`src/design/dcot_pkg.sv`:
```
// ----------------------------------------------------------------------------
// dcot_pkg
// Shared constants and types for the DC offset tracking block.
// ----------------------------------------------------------------------------
`default_nettype none

package dcot_pkg;

  localparam int BURST_SAMPLES = 156;
  localparam int WINDOW_LOG2   = 7;
  localparam int NUM_CARRIERS  = 4;
  localparam int NUM_ENTRIES   = 32;

  localparam int SampleW   = 16;
  localparam int OffsetW   = 24;
  localparam int SumW      = 24;
  localparam int MeanW     = 17;
  localparam int PosW      = 8;
  localparam int FracShift = 8;
  localparam int SmoothShift = 4;
  localparam int AccW      = 29;

  localparam int TableDepth = 2 * NUM_CARRIERS * NUM_ENTRIES;
  localparam int AddrW      = (TableDepth > 1) ? $clog2(TableDepth) : 1;

  localparam int WinLen   = 1 << WINDOW_LOG2;
  localparam int WinStart = (BURST_SAMPLES >= WinLen) ? (BURST_SAMPLES - WinLen) / 2 : 0;
  localparam int WinEnd   = WinStart + WinLen;
  localparam int PosMax   = (1 << PosW) - 1;

  typedef enum logic {
    OP_MEASURE = 1'b0,
    OP_CORRECT = 1'b1
  } op_e;

  typedef enum logic {
    KIND_SAMPLE = 1'b0,
    KIND_OFFSET = 1'b1
  } kind_e;

  typedef struct packed {
    logic             en;
    logic [AddrW-1:0] addr;
  } tbl_rd_t;

  typedef struct packed {
    logic                      en;
    logic [AddrW-1:0]          addr;
    logic signed [OffsetW-1:0] data_i;
    logic signed [OffsetW-1:0] data_q;
  } tbl_wr_t;

endpackage

`default_nettype wire

```
`src/design/dcot_accum.sv`:
```
// ----------------------------------------------------------------------------
// dcot_accum
// Window accumulator: sums the centred window of a measure burst and gives
// the rounded mean on the final sample.
// ----------------------------------------------------------------------------
`default_nettype none

module dcot_accum (
  input  wire logic                                  clk_i,
  input  wire logic                                  rst_ni,
  input  wire logic                                  en_i,
  input  wire logic                                  last_i,
  input  wire logic signed [dcot_pkg::SampleW-1:0]   sample_i_i,
  input  wire logic signed [dcot_pkg::SampleW-1:0]   sample_q_i,
  output logic signed [dcot_pkg::MeanW-1:0]          mean_i_o,
  output logic signed [dcot_pkg::MeanW-1:0]          mean_q_o
);
  import dcot_pkg::*;

  logic signed [SumW-1:0] sum_i_q, sum_i_d;
  logic signed [SumW-1:0] sum_q_q, sum_q_d;
  logic [PosW-1:0]        pos_q, pos_d;
  logic                   in_win;
  logic signed [SumW-1:0] tot_i, tot_q;
  logic signed [SumW:0]   rnd_i, rnd_q;

  assign in_win = ({1'b0, pos_q} >= (PosW+1)'(WinStart)) &&
                  ({1'b0, pos_q} <  (PosW+1)'(WinEnd));

  always_comb begin
    tot_i = sum_i_q;
    tot_q = sum_q_q;
    if (in_win) begin
      tot_i = sum_i_q + SumW'(sample_i_i);
      tot_q = sum_q_q + SumW'(sample_q_i);
    end
    rnd_i = {tot_i[SumW-1], tot_i} + (SumW+1)'(1 << (WINDOW_LOG2 - 1));
    rnd_q = {tot_q[SumW-1], tot_q} + (SumW+1)'(1 << (WINDOW_LOG2 - 1));
    mean_i_o = MeanW'(rnd_i >>> WINDOW_LOG2);
    mean_q_o = MeanW'(rnd_q >>> WINDOW_LOG2);
  end

  always_comb begin
    sum_i_d = sum_i_q;
    sum_q_d = sum_q_q;
    pos_d   = pos_q;
    if (en_i) begin
      if (last_i) begin
        sum_i_d = '0;
        sum_q_d = '0;
        pos_d   = '0;
      end else begin
        sum_i_d = tot_i;
        sum_q_d = tot_q;
        if (pos_q != PosW'(PosMax)) begin
          pos_d = pos_q + 1'b1;
        end
      end
    end
  end

  always_ff @(posedge clk_i or negedge rst_ni) begin
    if (!rst_ni) begin
      sum_i_q <= '0;
      sum_q_q <= '0;
      pos_q   <= '0;
    end else begin
      sum_i_q <= sum_i_d;
      sum_q_q <= sum_q_d;
      pos_q   <= pos_d;
    end
  end

endmodule

`default_nettype wire

```
`config.mk`:
```
export PLATFORM = sky130hd
export DESIGN_NAME = dcot_accum
export DESIGN_NICKNAME = d
export VERILOG_FILES = /design/src/design/dcot_pkg.sv /design/src/design/dcot_accum.sv
export SDC_FILE = /design/constraint.sdc
export NUM_CORES = 1
export LEC_CHECK = 0
export BUFFER_PORTS_ARGS = -buffer_cell sky130_fd_sc_hd__buf_2
export CAP_MARGIN = 20
export CORE_ASPECT_RATIO = 1.25
export CORE_MARGIN = 1
export CORE_UTILIZATION = 48
export CTS_CLUSTER_SIZE = 16
export DETAILED_ROUTE_END_ITERATION = 10
export PLACE_DENSITY = 0.68
export SYNTH_ARGS = -nofsm -noshare
export SYNTH_HDL_FRONTEND = slang
export SYNTH_SLANG_ARGS = --single-unit
```
`constraint.sdc`:
```
create_clock -name clk_i -period 4 [get_ports clk_i]
set_input_delay 0.2 -clock clk_i [delete_from_list [all_inputs] [get_ports clk_i]]
set_output_delay 0.2 -clock clk_i [all_outputs]
set_load 0.01 [all_outputs]
```
==> impl_metrics.toml, run 1 <==
[setup_path]
arrival_ns = 3.79
critPathRequiredTime_ns = 3.80
end_kind = "primary output"
critPathKind = "reg2out"
crit_path_start_kind = "register"
crit_fanout = 5

[detailed_routing]
via_per_inst = 6.36
first_iter_violations = 364
postRouteAntennaNets = 0
vias = 6372
wl_per_cell_um = 18.2
maxUsedRoutingLayer = "met4"
drcViolationCount = 0
wl_met2_um = 9120
firstDrtPassIters = 6
wl_met3_um = 774
wl_met1_um = 7950
drt_wl_total_um = 18300

[floorplan]
coreArea_sq_mm = 0.0122
die_h_um = 128
boundaryPins = 70
die_x_um = 102
start_util_pct = 49.6
die_area_sq_mm = 0.0131
num_rows = 45

[placed_design]
dpl.hpwl_um = 13400
port_buffers = 69
placedCellCount = 983
place_congestion = 0.891

[timing]
drv_slew = 0
setup_violations = 0
holdWs_ns = 0.0571
hold_viol_final = 0
fmax_ghz = 0.251
finalCritPeriodShare_pct = 99.6
finClkSkew_ns = 0.0107
rsz0062_at_grt = "yes"
tightest_slew_ns = 0.804
timing.slew.headroom_pct = 46.4
period_needed_ns = 3.99

[yosys]
async_flop_share_pct = 100
yosysTopAreaCell = "dfrtp_1"
syn_inst = 743
netlist_top_cells_count = "nand2_1, dfrtp_1, a21oi_1, ha_1, nor2_1"
yosys_most_used_dff = "dfrtp_1"
yosysUniqueCellTypes = 74
yosysTopAreaCellShare_pct = 23.1
synth_most_common_cell = "nand2_1"
yosysSeqAreaShare_pct = 23.1
synth_edf_count = 0
synth_seq_cells = 56
synth_area_sq_mm = 0.00606
yosysWarnings = 0
synth_area_leaders = "dfrtp_1, ha_1, o2bb2ai_1"
synth_fp_nets = 831
syn_avg_cell_area_sq_um = 8.16

[power_and_ir_drop]
power.density_mw_per_mm2 = 213
vdd_drop_max_uv = 201
power_leakage_nw = 3.17

[cts]
cts_tree = "done"
clk_latency_ns = 0.31
h-tree-depth = 2
cts_root_buf = "clkbuf_16"
cts_buffers = 5
cts_sinks = 56
hold_buffers = 0
clk_pin_slew_ns = 0.08
clockBufferDepth = 2

[run_status]
status = "finished, final reports clean"

[final_layout]
fillerInstances = 1125
stdcell_count = 1002
seq_area_sq_mm = 0.00140
nNetsFinal = 925
multi_input_area_sq_mm = 0.00470
area_delta_synth_final_pct = 19.5
drive_above_1_share_pct = 20.8
diodes = 0

[global_routing]
grt_max_degree = 57
grt_use_total_pct = 28.1
grt_antenna_before_repair = 0
grt_first_pass_wirelength_um = 29100
grt_pass1_vias = 6127
globalRoute.totalOverflow = 0

[job]
maxCapViolCount = 0

[worst_hold_path]
hold_class = "in2async"
-- flip-flops by register name, summed over array words and instances (netlist names) --
| register | count |
|---|---|
| pos_q | 8 |
| sum_i_q | 24 |
| sum_q_q | 24 |
-- cells by family after synthesis --
logic type,after synthesis,synth area share (%)
AOI/OAI and AO/OA,261,30.8
xor gates and xnor gates,49,7.08
adders and majority gates,52,11.0
buffers and inverters,51,3.41
DFF,56,23.1
muxes,7,1.16
and+or+nand+nor,267,23.5
-- cell type report --
cell class,count,area share [%]
clock buffer,6,1.92
clock inverter,2,0.190
inverter,21,1.09
multi-input combinational,636,64.9
sequential,56,19.3
tap,164,2.83
timing repair buffer,117,9.74
-- worst max-delay path, cell delays in order (launching register included) --
cell and delay [ns]:
dfrtp_1 0.39, ha_4 0.16, inv_1 0.05, fa_1 0.38
nand2b_4 0.17, a21oi_4 0.18, o2111ai_4 0.21, a2111o_1 0.40
nand3_1 0.10, nand2_2 0.07, or4_4 0.55, or4b_1 0.54
xor2_1 0.15, buf_2 0.13
-- through the flow --
step                worst slack [ns]  utilization (%)  total power, mW  TNS (ns)  cell area, sq um
floorplan                      0.291                -            0.882         0              6060
global placement              0.0999             55.3            0.972         0              6760
detailed placement            0.0668             55.3            0.986         0              6760
CTS                           0.0101             57.8             1.52         0              7060
global route                  -0.139             59.3             1.62    -0.656              7240
finish                        0.0145             59.3             1.54         0              7240
-- worst paths after layout --
| path | startpoint | endpoint | slack (ns) | depth (start not counted) |
|---|---|---|---|---|
| max | sum_q_q[0] | mean_q_o[14] | 0.01 | 13 |
| min | rst_ni | sum_q_q[10] | 0.06 | 2 |
| max in group asynchronous | rst_ni | sum_q_q[15] | 3.41 | 2 |
| min in group clk_i | en_i | pos_q[7] | 0.27 | 2 |
| min reg2reg | sum_i_q[5] | sum_i_q[5] | 0.53 | 1 |
| max reg2reg | sum_i_q[0] | sum_i_q[22] | 0.83 | 13 |
-- power by group --
part / switching (mW) / internal [mW] / total, mW / leakage, nW
clock: 0.246 / 0.253 / 0.499 / 0.0772
sequential: 0.0282 / 0.590 / 0.619 / 0.774
combinational: 0.244 / 0.180 / 0.424 / 2.32
total: 0.518 / 1.02 / 1.54 / 3.17
-- repair_timing --
| item | in CTS | in global routing |
|---|---|---|
| pin swaps | 7 | 15 |
| setup endpoints to repair | 15 | 17 |
| buffers inserted | 4 | 7 |
| gates resized for setup | 18 | 27 |
| endpoints found under the hold margin | 0 | 0 |
-- cell usage in the layout, fill, tap and decap left out, types with 4 or more instances in the layout --
cell type / n
o2bb2ai_1: 33
nor4_1: 8
dfrtp_1: 56
buf_2: 69
a31oi_1: 8
a21oi_1: 47
nor3_1: 26
o21a_1: 8
o311ai_0: 8
mux2i_1: 7
a211oi_1: 10
and2_1: 10
and3_1: 11
ha_4: 5
nand2b_1: 10
nand2_1: 59
nor3b_1: 4
nand4_1: 16
or4_4: 4
and4_1: 7
buf_4: 48
o21ai_0: 34
a22o_1: 15
ha_2: 5
clkbuf_16: 5
o31ai_1: 4
nand3_1: 27
a21o_1: 18
xnor2_1: 32
o2111ai_1: 4
o211ai_1: 15
a22oi_1: 7
xor2_1: 17
nor2_1: 49
inv_1: 21
a31o_2: 5
ha_1: 40
-- per-layer routing --
metal | up-vias | global-route usage [%]
met5 | - | 0
met4 | 0 | 10.3
met3 | 36 | 3.12
met2 | 204 | 49.0
met1 | 3073 | 35.3
li1 | 3059 | -
No activity file was read; power rests on OpenSTA's default activity.
==> inputs of run 2 (changes only) <==
- CTS_BUF_LIST: not set -> sky130_fd_sc_hd__clkbuf_4 sky130_fd_sc_hd__clkbuf_8
==> run 2 against run 1 <==
  * First-iteration DRC count shrank 1.9%
  * Clock power shrank 25%
  * Global-route usage up 0.24 points
  * Sequential share of layout area is 0.15 points lower
  * Utilization increased by 0.47 points
  * Maximum frequency rose by 0.28%
  * Highest routed layer unchanged
==> impl_metrics.toml, run 2 (synthesis gave the netlist of run 1 again) <==
[global_routing]
grt_pass1_vias = 6155
globalRoute.totalOverflow = 0
grt_first_pass_wirelength_um = 29400
grt_max_degree = 57
grt_use_total_pct = 28.4
grt_antenna_before_repair = 0

[final_layout]
reg_top3 = "sum_i_q (24), sum_q_q (24), pos_q (8)"
area_delta_synth_final_pct = 20.5
final_area_sq_mm = 0.00730
layout.cells.most_common = "buf_2"
fillerInstances = 1117
stdcell_count = 1008
drive_above_1_share_pct = 22.5
final_cell_mix = "buf_2, nand2_1, dfrtp_1"
diodes = 0
nNetsFinal = 931

[timing]
timing.slew.headroom_pct = 46.4
tightest_slew_ns = 0.805
setup_violations = 0
rsz0062_at_grt = "yes"
hold_viol_final = 0
period_needed_ns = 3.97
drv_slew = 0
fmax_ghz = 0.252
holdWs_ns = 0.0140
finClkSkew_ns = 0.0184
finalCritPeriodShare_pct = 99.4
layout_setup_ws_ns = 0.0256

[cts]
cts_sinks = 56
clk_latency_ns = 0.35
cts_root_buf = "clkbuf_8"
clockBufferDepth = 2
h-tree-depth = 2
clk_pin_slew_ns = 0.13
cts_buffers = 5
hold_buffers = 0
cts_tree = "done"

[setup_path]
crit_path_start_kind = "register"
reg2reg_to = "sum_i_q[23]"
critPathKind = "reg2out"
reg2reg_from = "sum_i_q[4]"
reg2reg_setup_slack_ns = 0.85
critPathRequiredTime_ns = 3.80
crit_path_end = "mean_i_o[15]"
end_kind = "primary output"
crit_fanout = 5
crit_start = "sum_i_q[0]"
rr_worst_depth = 10
arrival_ns = 3.77

[detailed_routing]
drcViolationCount = 0
drt_wl_total_um = 18500
postRouteAntennaNets = 0
wl_per_cell_um = 18.4
via_per_inst = 6.27
first_iter_violations = 357
firstDrtPassIters = 5
vias = 6319

[placed_design]
dp_slack_ns = 0.0668
place_area_sq_mm = 0.00676
port_buffers = 69
dpl.hpwl_um = 13400
place_congestion = 0.891
placedCellCount = 983

[floorplan]
start_util_pct = 49.6
die_x_um = 102
die_area_sq_mm = 0.0131
coreArea_sq_mm = 0.0122
die_h_um = 128
num_rows = 45
boundaryPins = 70

[job]
maxCapViolCount = 0

[worst_hold_path]
hold_class = "in2async"

[power_and_ir_drop]
power_leakage_nw = 3.18
power.density_mw_per_mm2 = 198
vdd_drop_max_uv = 153

[run_status]
status = "finished, final reports clean"
[run 2: cell count changes in the layout (fill, tap and decap cells not counted), moves of 2 or more]
cell       change
buf_4          +5
clkbuf_16      -5
clkbuf_8       +5
nor4_2         +3
a2111oi_1      +2
nor4_1         -2
[run 2: worst min path at each step]
stage / from / to / slack, ns
global placement: rst_ni / sum_q_q[7] / 0.41
global route: rst_ni / sum_i_q[20] / 0.08
detailed placement: rst_ni / sum_q_q[7] / 0.42
CTS: rst_ni / sum_i_q[7] / 0.04
finish: rst_ni / sum_i_q[20] / 0.01
floorplan: rst_ni / pos_q[0] / -0.1
[run 2: layout make-up]
type	count	area, sq um	area share, %
multi-input combinational	636	4760	65.3
tap	164	205	2.81
inverter	21	78.8	1.08
timing repair buffer	123	754	10.3
clock buffer	6	82.6	1.13
clock inverter	2	13.8	0.189
sequential	56	1400	19.2
[run 2: timing repair]
item | CTS | global route
setup endpoints to repair | 15 | 17
setup buffers | 6 | 11
pin swaps | 12 | 22
gates resized for setup | 22 | 39
[run 2: report_power, final]
part	internal, mW	leakage (nW)	switching [mW]	total, mW
combinational	0.195	2.35	0.254	0.449
sequential	0.591	0.774	0.0269	0.618
clock	0.143	0.0516	0.232	0.376
[run 2: through the flow]
| step | setup TNS, ns | power [mW] | util (%) |
|---|---|---|---|
| floorplan | 0 | 0.882 | - |
| global placement | 0 | 0.972 | 55.3 |
| detailed placement | 0 | 0.986 | 55.3 |
| CTS | 0 | 1.40 | 57.6 |
| global route | -0.266 | 1.51 | 59.8 |
| finish | 0 | 1.44 | 59.8 |
[run 2: worst max-delay path, cell delays in order, from the launching register on]
cell and delay, ns:
dfrtp_1 0.40, ha_2 0.20, inv_2 0.04, fa_2 0.34, nand2b_4 0.17, a21oi_4 0.16, o211ai_1 0.20, buf_4 0.20
a31o_2 0.24, mux2i_1 0.16, a211o_1 0.34, or4_4 0.55, nor3_4 0.14, xnor2_1 0.13, buf_2 0.15
[run 2: metal layers]
metal  track usage, %  routed length [um]  share of wire (%)  vias to the layer above
met2             49.8                9410                 51                      162
met1             35.2                8000                 43                     3056
met4             10.2                 380                2.1                        0
met3             3.28                 714                3.9                       29
met5                0                   0                  0                        -
li1                 -                   -                  -                     3072
